## config.mk

```make
export PLATFORM = sky130hd
export DESIGN_NAME = radix_digit_emitter
export DESIGN_NICKNAME = d
export VERILOG_FILES = /design/src/rtl/core/rde_pkg.sv /design/src/rtl/core/rde_ram.sv /design/src/rtl/core/rde_fifo.sv /design/src/rtl/core/rde_front.sv /design/src/rtl/core/rde_back.sv /design/src/rtl/core/radix_digit_emitter.sv
export SDC_FILE = /design/constraint.sdc
export NUM_CORES = 1
export LEC_CHECK = 0
export ABC_AREA = 1
export BUFFER_PORTS_ARGS = -buffer_cell sky130_fd_sc_hd__clkbuf_2
export CORE_ASPECT_RATIO = 0.8
export CORE_MARGIN = 2
export CORE_UTILIZATION = 50
export DETAILED_ROUTE_END_ITERATION = 8
export PLACE_DENSITY = 0.79
export REMOVE_ABC_BUFFERS = 1
export SLEW_MARGIN = 10
export SYNTH_ARGS = -nofsm -noshare
export SYNTH_HDL_FRONTEND = slang
export SYNTH_SLANG_ARGS = --single-unit
export TNS_END_PERCENT = 10
```

## constraint.sdc

```tcl
create_clock -name clk -period 17.7 [get_ports clk]
set_input_delay 0 -clock clk [delete_from_list [all_inputs] [get_ports clk]]
set_output_delay 0 -clock clk [all_outputs]
set_load 0.01 [all_outputs]
```

## src/rtl/core/rde_pkg.sv

```systemverilog
// ----------------------------------------------------------------------------
// rde_pkg: shared types and constants of the radix digit emitter
// Register indexes, back-end states, result item layout and queue depths.
// ----------------------------------------------------------------------------
package rde_pkg;

  // Configuration register indexes
  typedef enum logic [1:0] {
    CFG_BASE_LENGTH  = 2'd0,
    CFG_SYMBOLS_LOW  = 2'd1,
    CFG_SYMBOLS_HIGH = 2'd2
  } cfg_index_t;

  localparam int CFG_INDEX_W   = 2;
  localparam int CFG_DATA_W    = 64;
  localparam int RADIX_W       = 5;
  localparam logic [RADIX_W-1:0] RADIX_RESET = 5'd10;
  localparam logic [RADIX_W-1:0] RADIX_MIN   = 5'd2;

  localparam int DIGIT_W       = 4;
  localparam int SYMBOL_W      = 8;
  localparam int CHUNK_BITS    = 8;   // dividend bits consumed per cycle

  localparam int IN_DEPTH      = 2;   // front-to-back queue
  localparam int OUT_DEPTH     = 4;   // result queue

  // Back-end sequencer states
  typedef enum logic [1:0] {
    ST_IDLE,
    ST_DIV,
    ST_EMIT
  } back_state_t;

  // One result item
  typedef struct packed {
    logic                last;
    logic [SYMBOL_W-1:0] symbol;
  } out_item_t;

endpackage

```

## src/rtl/core/rde_ram.sv

```systemverilog
// ----------------------------------------------------------------------------
// rde_ram: generic single-write, single-read RAM
// One write port, one read port, read data registered.
// ----------------------------------------------------------------------------
module rde_ram #(
  parameter int WIDTH = 4,
  parameter int DEPTH = 64
) (
  input  logic                     clk,
  input  logic                     we,
  input  logic [$clog2(DEPTH)-1:0] waddr,
  input  logic [WIDTH-1:0]         wdata,
  input  logic [$clog2(DEPTH)-1:0] raddr,
  output logic [WIDTH-1:0]         rdata
);

  logic [WIDTH-1:0] mem [DEPTH];

  always_ff @(posedge clk) begin
    if (we) begin
      mem[waddr] <= wdata;
    end
    rdata <= mem[raddr];
  end

endmodule

```

## src/rtl/core/rde_fifo.sv

```systemverilog
// ----------------------------------------------------------------------------
// rde_fifo: small register queue
// Circular buffer with occupancy count; push and pop in the same cycle.
// ----------------------------------------------------------------------------
module rde_fifo #(
  parameter int WIDTH = 8,
  parameter int DEPTH = 2
) (
  input  logic                       clk,
  input  logic                       rst,
  input  logic                       push,
  input  logic [WIDTH-1:0]           push_data,
  input  logic                       pop,
  output logic [WIDTH-1:0]           pop_data,
  output logic                       full,
  output logic                       empty,
  output logic [$clog2(DEPTH+1)-1:0] count
);

  localparam int PW = (DEPTH > 1) ? $clog2(DEPTH) : 1;
  localparam int CW = $clog2(DEPTH+1);

  logic [WIDTH-1:0] entries [DEPTH];
  logic [PW-1:0]    wptr;
  logic [PW-1:0]    rptr;
  logic             do_push;
  logic             do_pop;

  assign full     = (count == CW'(DEPTH));
  assign empty    = (count == '0);
  assign do_push  = push && !full;
  assign do_pop   = pop && !empty;
  assign pop_data = entries[rptr];

  always_ff @(posedge clk) begin
    if (rst) begin
      wptr  <= '0;
      rptr  <= '0;
      count <= '0;
    end else begin
      if (do_push) begin
        wptr <= (wptr == PW'(DEPTH-1)) ? '0 : wptr + PW'(1);
      end
      if (do_pop) begin
        rptr <= (rptr == PW'(DEPTH-1)) ? '0 : rptr + PW'(1);
      end
      if (do_push && !do_pop) begin
        count <= count + CW'(1);
      end else if (do_pop && !do_push) begin
        count <= count - CW'(1);
      end
    end
  end

  always_ff @(posedge clk) begin
    if (do_push) begin
      entries[wptr] <= push_data;
    end
  end

endmodule

```

## src/rtl/core/rde_front.sv

```systemverilog
// ----------------------------------------------------------------------------
// rde_front: input stage
// Masks the value to VALUE_WIDTH bits and turns negative signed values into
// their magnitude before queueing.
// ----------------------------------------------------------------------------
module rde_front #(
  parameter int VALUE_WIDTH = 64
) (
  input  logic                   in_valid,
  input  logic [63:0]            in_value,
  input  logic                   in_signed,
  input  logic                   q_full,
  output logic                   in_ready,
  output logic                   q_push,
  output logic [VALUE_WIDTH-1:0] q_data
);

  logic [VALUE_WIDTH-1:0] raw;

  assign raw      = in_value[VALUE_WIDTH-1:0];
  assign in_ready = !q_full;
  assign q_push   = in_valid && !q_full;

  // Two's complement negate covers the most negative value exactly
  always_comb begin
    if (in_signed && raw[VALUE_WIDTH-1]) begin
      q_data = ~raw + VALUE_WIDTH'(1);
    end else begin
      q_data = raw;
    end
  end

endmodule

```

## src/rtl/core/rde_back.sv

```systemverilog
// ----------------------------------------------------------------------------
// rde_back: divider and digit emitter
// Long division by the radix, eight dividend bits per cycle; digits go to a
// RAM, then are read back most significant first into the result queue.
// ----------------------------------------------------------------------------
module rde_back #(
  parameter int VALUE_WIDTH = 64,
  parameter int MAX_SYMBOLS = 16
) (
  input  logic                                clk,
  input  logic                                rst,
  input  logic [rde_pkg::RADIX_W-1:0]         radix,
  input  logic [rde_pkg::SYMBOL_W-1:0]        sym_tab [MAX_SYMBOLS],
  input  logic                                item_valid,
  input  logic [VALUE_WIDTH-1:0]              item_value,
  output logic                                item_pop,
  input  logic [$clog2(rde_pkg::OUT_DEPTH+1)-1:0] out_count,
  output logic                                out_push,
  output rde_pkg::out_item_t                  out_item
);

  localparam int STEPS = (VALUE_WIDTH + rde_pkg::CHUNK_BITS - 1) / rde_pkg::CHUNK_BITS;
  localparam int PADW  = STEPS * rde_pkg::CHUNK_BITS;
  localparam int SW    = (STEPS > 1) ? $clog2(STEPS) : 1;
  localparam int AW    = $clog2(VALUE_WIDTH);
  localparam int CW    = $clog2(VALUE_WIDTH + 1);
  localparam int SIW   = (MAX_SYMBOLS > 1) ? $clog2(MAX_SYMBOLS) : 1;
  localparam int OCW   = $clog2(rde_pkg::OUT_DEPTH + 1);

  rde_pkg::back_state_t state, state_next;

  logic [PADW-1:0]                  work;
  logic [rde_pkg::DIGIT_W-1:0]      rem;
  logic [SW-1:0]                    step;
  logic [CW-1:0]                    count;
  logic [CW-1:0]                    rd_left;
  logic                             rd_pending;
  logic                             rd_last;

  logic [PADW-1:0]                  work_next;
  logic [rde_pkg::DIGIT_W-1:0]      rem_next;
  logic                             last_step;
  logic                             quot_zero;
  logic                             room;
  logic                             digit_we;
  logic                             rd_issue;
  logic [CW-1:0]                    rd_prev;
  logic [rde_pkg::DIGIT_W-1:0]      ram_q;

  // One chunk of restoring division; remainder stays below the radix
  always_comb begin
    logic [rde_pkg::DIGIT_W:0]           r5;
    logic [rde_pkg::DIGIT_W-1:0]         r4;
    logic [rde_pkg::CHUNK_BITS-1:0]      qb;
    r4 = rem;
    qb = '0;
    for (int i = 0; i < rde_pkg::CHUNK_BITS; i++) begin
      r5 = {r4, work[PADW-1-i]};
      if (r5 >= radix) begin
        qb[rde_pkg::CHUNK_BITS-1-i] = 1'b1;
        r4 = rde_pkg::DIGIT_W'(r5 - radix);
      end else begin
        r4 = r5[rde_pkg::DIGIT_W-1:0];
      end
    end
    rem_next  = r4;
    work_next = (work << rde_pkg::CHUNK_BITS) | PADW'(qb);
  end

  assign last_step = (step == SW'(STEPS - 1));
  assign quot_zero = (work_next == '0);
  assign rd_prev   = rd_left - CW'(1);
  // Slots already committed in the result queue: stored, in flight, new
  assign room      = ({1'b0, out_count} + (OCW+1)'(rd_pending)) < (OCW+1)'(rde_pkg::OUT_DEPTH);

  // Next state
  always_comb begin
    state_next = state;
    case (state)
      rde_pkg::ST_IDLE: begin
        if (item_valid) state_next = rde_pkg::ST_DIV;
      end
      rde_pkg::ST_DIV: begin
        if (last_step && quot_zero) state_next = rde_pkg::ST_EMIT;
      end
      rde_pkg::ST_EMIT: begin
        if (room && rd_left == CW'(1)) state_next = rde_pkg::ST_IDLE;
      end
      default: state_next = rde_pkg::ST_IDLE;
    endcase
  end

  // Control strobes
  always_comb begin
    item_pop = 1'b0;
    digit_we = 1'b0;
    rd_issue = 1'b0;
    case (state)
      rde_pkg::ST_IDLE: item_pop = item_valid;
      rde_pkg::ST_DIV:  digit_we = last_step;
      rde_pkg::ST_EMIT: rd_issue = room;
      default: ;
    endcase
  end

  always_ff @(posedge clk) begin
    if (rst) begin
      state      <= rde_pkg::ST_IDLE;
      step       <= '0;
      count      <= '0;
      rd_left    <= '0;
      rd_pending <= 1'b0;
      rem        <= '0;
      work       <= '0;
    end else begin
      state      <= state_next;
      rd_pending <= rd_issue;
      if (item_pop) begin
        work  <= PADW'(item_value);
        rem   <= '0;
        step  <= '0;
        count <= '0;
      end else if (state == rde_pkg::ST_DIV) begin
        work <= work_next;
        if (last_step) begin
          rem     <= '0;
          step    <= '0;
          count   <= count + CW'(1);
          rd_left <= count + CW'(1);
        end else begin
          rem  <= rem_next;
          step <= step + SW'(1);
        end
      end
      if (rd_issue) begin
        rd_left <= rd_prev;
      end
    end
  end

  always_ff @(posedge clk) begin
    rd_last <= (rd_left == CW'(1));
  end

  rde_ram #(
    .WIDTH (rde_pkg::DIGIT_W),
    .DEPTH (VALUE_WIDTH)
  ) u_digits (
    .clk   (clk),
    .we    (digit_we),
    .waddr (count[AW-1:0]),
    .wdata (rem_next),
    .raddr (rd_prev[AW-1:0]),
    .rdata (ram_q)
  );

  // Digit never reaches the radix, so the table index stays in range
  assign out_push        = rd_pending;
  assign out_item.last   = rd_last;
  assign out_item.symbol = sym_tab[ram_q[SIW-1:0]];

endmodule

```

## src/rtl/core/radix_digit_emitter.sv

```systemverilog
// ----------------------------------------------------------------------------
// radix_digit_emitter: integer to radix symbol stream
// Converts each value to digits of the configured radix and streams one
// symbol byte per digit, most significant first, tlast on the final digit.
// ----------------------------------------------------------------------------
// Flow: each value is registered into the input queue, divided by the radix once
//   per digit in the divider, then read back from the digit RAM into the result queue.
// Throughput: set by the single 8-bit-per-cycle divider, which takes a new value
//   only after the last digit of the previous one has been issued for read-back.
// Reset: rst clears queues and sequencer; radix 10, symbol table zero.
//   The digit RAM is not cleared and needs no clearing pass.
module radix_digit_emitter #(
  parameter int VALUE_WIDTH = 64,
  parameter int MAX_SYMBOLS = 16
) (
  input  logic                              clk,
  input  logic                              rst,
  // Input stream
  input  logic                              s_tvalid,
  output logic                              s_tready,
  input  logic [63:0]                       s_tdata,   // [63:0] value_bits
  input  logic [0:0]                        s_tuser,   // [0] is_signed
  // Result stream
  output logic                              m_tvalid,
  input  logic                              m_tready,
  output logic [7:0]                        m_tdata,   // [7:0] symbol
  output logic                              m_tlast,   // last_digit
  // Configuration writes
  input  logic                              cfg_we,
  input  logic [rde_pkg::CFG_INDEX_W-1:0]   cfg_index,
  input  logic [rde_pkg::CFG_DATA_W-1:0]    cfg_data
);

  localparam int ICW = $clog2(rde_pkg::IN_DEPTH + 1);
  localparam int OCW = $clog2(rde_pkg::OUT_DEPTH + 1);

  // --------------------------------------------------------------------------
  // Configuration registers
  // --------------------------------------------------------------------------
  logic [rde_pkg::RADIX_W-1:0]  base_length;
  logic [rde_pkg::RADIX_W-1:0]  radix;
  logic [rde_pkg::SYMBOL_W-1:0] sym_tab [MAX_SYMBOLS];

  always_ff @(posedge clk) begin
    if (rst) begin
      base_length <= rde_pkg::RADIX_RESET;
    end else if (cfg_we) begin
      case (rde_pkg::cfg_index_t'(cfg_index))
        rde_pkg::CFG_BASE_LENGTH: base_length <= cfg_data[rde_pkg::RADIX_W-1:0];
        default: ;
      endcase
    end
  end

  // Only the table entries the radix can reach are stored
  for (genvar b = 0; b < MAX_SYMBOLS; b++) begin : g_sym
    if (b < 8) begin : g_low
      always_ff @(posedge clk) begin
        if (rst) begin
          sym_tab[b] <= '0;
        end else if (cfg_we && cfg_index == rde_pkg::CFG_SYMBOLS_LOW) begin
          sym_tab[b] <= cfg_data[b*8 +: 8];
        end
      end
    end else begin : g_high
      always_ff @(posedge clk) begin
        if (rst) begin
          sym_tab[b] <= '0;
        end else if (cfg_we && cfg_index == rde_pkg::CFG_SYMBOLS_HIGH) begin
          sym_tab[b] <= cfg_data[(b-8)*8 +: 8];
        end
      end
    end
  end

  // Radix below two acts as two, above the table as the table size
  always_comb begin
    if (base_length < rde_pkg::RADIX_MIN) begin
      radix = rde_pkg::RADIX_MIN;
    end else if (base_length > rde_pkg::RADIX_W'(MAX_SYMBOLS)) begin
      radix = rde_pkg::RADIX_W'(MAX_SYMBOLS);
    end else begin
      radix = base_length;
    end
  end

  // --------------------------------------------------------------------------
  // Front: magnitude into the input queue
  // --------------------------------------------------------------------------
  logic                   in_push;
  logic [VALUE_WIDTH-1:0] in_push_data;
  logic                   in_full;
  logic                   in_empty;
  logic [ICW-1:0]         in_count;
  logic                   in_pop;
  logic [VALUE_WIDTH-1:0] in_head;

  rde_front #(
    .VALUE_WIDTH (VALUE_WIDTH)
  ) u_front (
    .in_valid  (s_tvalid),
    .in_value  (s_tdata),
    .in_signed (s_tuser[0]),
    .q_full    (in_full),
    .in_ready  (s_tready),
    .q_push    (in_push),
    .q_data    (in_push_data)
  );

  rde_fifo #(
    .WIDTH (VALUE_WIDTH),
    .DEPTH (rde_pkg::IN_DEPTH)
  ) u_in_q (
    .clk       (clk),
    .rst       (rst),
    .push      (in_push),
    .push_data (in_push_data),
    .pop       (in_pop),
    .pop_data  (in_head),
    .full      (in_full),
    .empty     (in_empty),
    .count     (in_count)
  );

  // --------------------------------------------------------------------------
  // Back: divider, digit RAM, read-back into the result queue
  // --------------------------------------------------------------------------
  logic               out_push;
  rde_pkg::out_item_t out_push_item;
  logic               out_pop;
  rde_pkg::out_item_t out_head;
  logic               out_full;
  logic               out_empty;
  logic [OCW-1:0]     out_count;

  rde_back #(
    .VALUE_WIDTH (VALUE_WIDTH),
    .MAX_SYMBOLS (MAX_SYMBOLS)
  ) u_back (
    .clk        (clk),
    .rst        (rst),
    .radix      (radix),
    .sym_tab    (sym_tab),
    .item_valid (!in_empty),
    .item_value (in_head),
    .item_pop   (in_pop),
    .out_count  (out_count),
    .out_push   (out_push),
    .out_item   (out_push_item)
  );

  rde_fifo #(
    .WIDTH ($bits(rde_pkg::out_item_t)),
    .DEPTH (rde_pkg::OUT_DEPTH)
  ) u_out_q (
    .clk       (clk),
    .rst       (rst),
    .push      (out_push),
    .push_data (out_push_item),
    .pop       (out_pop),
    .pop_data  (out_head),
    .full      (out_full),
    .empty     (out_empty),
    .count     (out_count)
  );

  assign m_tvalid = !out_empty;
  assign m_tdata  = out_head.symbol;
  assign m_tlast  = out_head.last;
  assign out_pop  = m_tvalid && m_tready;

  // --------------------------------------------------------------------------
  // Assertions
  // --------------------------------------------------------------------------
  // Read-back credit check must never overrun the result queue
  a_out_no_overflow: assert property (@(posedge clk) disable iff (rst)
    !(out_push && out_full && !out_pop))
    else $error("result queue overflow");

  // Front only pushes when the queue has room
  a_in_no_overflow: assert property (@(posedge clk) disable iff (rst)
    !(in_push && in_full))
    else $error("input queue overflow");

  // Occupancy never exceeds queue depth
  a_in_count: assert property (@(posedge clk) disable iff (rst)
    in_count <= ICW'(rde_pkg::IN_DEPTH))
    else $error("input queue count out of range");

  // No stale results survive reset
  a_reset_empty: assert property (@(posedge clk)
    rst |=> !m_tvalid)
    else $error("result valid after reset");

endmodule

```

==> out/qor.csv <==
metric,value,unit
outcome,finished with violations,
failing checks,design-rule violations,
CP top delay family,simple AND/OR/NAND/NOR gates,
Residual DRC,1,
Initial Util,50.4,%
fin cells,4262,
TritonCTS clock tree,done,
FF-to-FF Start,base_length[4]$_SDFFE_PP0P_,
GRT Overall Usage,24.5,%
skew final,0.0265,ns
Vias/cell,5.70,
CTS buffer count,59,
DR iter-0 viols,2716,
worst hold slack,0.108,ns
Syn Std Cell Area,30600,um2
CP startpoint,base_length[4]$_SDFFE_PP0P_,
period utilisation layout,72.9,%
Final nets,3625,
Max-slew headroom,21.0,%
die width,281,um
number of synthesized flops with an enable pin,420,
Ys Warns,0,
die height,225,um
critical-path maximum fanout,64,
drt wl/cell,18.4,um
initial antenna violation count,0,
"Slew Viols, Final",0,
Post-synth top flop,edfxtp_1,
clock slew at reported path FFs,0.08,ns
"Distinct cells, synth",52,
"Clk Latency, worst-skew pair",0.64,ns
vias in the first global route,23000,
Startpoint Class,flip-flop,
f_max,0.0775,GHz
RD Place Congestion,0.944,
IO Pins,147,
CP max-delay cell,and2_2,
Max Buffers Root-to-Sink,3,
Critical Path Sink Type,flip-flop,
dpl cells,4016,
sequential share of the synthesized area,56.9,%
I/O Buffers,146,
Post-CTS Setup Repair Bufs,0,
H-tree depth,2,
Hold WC Path Type,primary input to flip-flop,
Avg Inst Size Synth,9.51,um2
Buffers & Inverters on Critical Path,15,
critical path data arrival time,13.16,ns
core area,60800,um2
Worst path most repeated cell,nand2_1,
Async SR Flop Fraction,0,%
setup_tns,0,ns
Overflow after GRT,0,
antenna cell count,0,
Total Wirelength,78400,um
CTS Sinks,660,
Tmin final,12.90,ns
max cap viols,0,
worst slew pin tran,1.18,ns
Setup CP Type,flip-flop to flip-flop,
data required time of the worst path,17.96,ns
DRT Pass-1 Iters,8,
layout cells sized above 1,9.18,%
Post-DRT Antenna Nets,0,
Syn-to-layout area delta,15.1,%
Root Buffer,clkbuf_16,
"flops & latches, synth",660,
DP Wirelength,48500,um
largest stage delay on the critical path,0.90,ns
RSZ-0062 raised after global routing,no,
global-route wire length before repair,123000,um
final setup vio count,0,
Final Hold Vio Count,0,
Rows,81,
Cells after Synth,3220,
die area,63300,um2
largest net degree at the start of global routing,111,
final core utilization,58.0,%
via count,24300,
Filler Cells Inserted,4911,
hold path start,s_tuser,
cell usage in the layout (no fill, tap or decap), types with 76 or more instances in the layout:
cell type | Yosys | final
dlygate4sd3_1 | 0 | 138
clkbuf_2 | 1 | 147
nand2_1 | 394 | 394
inv_1 | 290 | 290
mux2i_1 | 88 | 88
nor2_1 | 558 | 554
nand3_1 | 97 | 97
dfxtp_1 | 240 | 237
o211ai_1 | 94 | 94
o221ai_1 | 76 | 76
a21oi_1 | 100 | 100
o21ai_0 | 367 | 365
edfxtp_1 | 420 | 420
kinds of logic (layout without fill, tap and decap cells):
kind of cell | after synthesis | after routing | share of synthesized area (%)
adders and majority gates | 62 | 62 | 2.75
AOI/OAI and AO/OA | 724 | 724 | 13.9
muxes | 88 | 88 | 2.88
DFF | 660 | 660 | 56.9
xor gates and xnor gates | 80 | 80 | 2.37
buffers and inverters | 467 | 721 | 5.96
and+or+nand+nor | 1139 | 1139 | 15.2
Yosys cell counts (all sizes together) (76+ instances only):
cell type	number	area (um2)
mux2i	88	881
edfxtp	420	12600
o211ai	94	706
a21oi	100	500
nor2	572	2210
clkbuf	111	418
o21ai	384	1930
nand3	99	505
dfxtp	240	4800
o221ai	76	666
nand2	401	1530
inv	301	1130
layout make-up:
cell class | instances | area [um2] | share of cell area [%]
flip-flops and latches | 660 | 17400 | 49.4
clock inverters | 28 | 283 | 0.802
multi-input cells | 2093 | 11500 | 32.5
inverters | 305 | 1150 | 3.26
clock buffers | 80 | 1660 | 4.71
repair buffers | 308 | 2290 | 6.50
well taps | 788 | 986 | 2.80
final timing paths:
| check | to | slack [ns] | cells after the start |
|---|---|---|---|
| worst min-delay path | u_in_q.entries[1][54]$_DFFE_PP_ | 0.11 | 5 |
| worst max-delay path | u_back.u_digits.mem[6][2]$_DFFE_PP_ | 4.80 | 69 |
| worst max register to register | u_back.u_digits.mem[6][2]$_DFFE_PP_ | 4.80 | 69 |
| worst min register to register | sym_tab[22]$_SDFFE_PP0P_ | 0.45 | 2 |
tightest hold or removal path: cells and delay by family:
family / cells / cell delay, ns
buffers and inverters: 2 / 0.32
and+or+nand+nor: 3 / 0.22
flip-flops by register name, indices dropped and copies added (netlist names), 3 cells and up, named ones only:
name	cells
u_back.rem	4
u_out_q.count	3
u_back.rd_left	7
base_length	5
u_back.u_digits.mem	256
u_back.work	64
u_in_q.entries	128
u_back.step	3
sym_tab	128
u_out_q.entries	36
u_back.u_digits.rdata	4
u_back.count	7
per-layer routing:
metal / global-route usage [%] / wire (um) / part of all wire, %
met4: 7.25 / 2160 / 2.8
met2: 38.7 / 36100 / 46
met5: 0 / 0 / 0
met1: 34.9 / 33400 / 43
met3: 3.73 / 6690 / 8.5
stage by stage:
step / cell area (um2) / setup slack [ns]
after floorplan: 29900 / 4.89
after global placement: 31900 / 5.42
after detailed placement: 31900 / 4.99
after CTS: 35300 / 4.95
after global routing: 35300 / 3.22
final: 35300 / 4.80
timing repair:
action                    4_1_cts  5_1_grt
hold endpoints to repair      281        0
gates resized for setup         0        0
hold buffers                  138        0
Power is not shown: default switching activity piles up to over one toggle a cycle in this logic, so the estimate is an artifact.
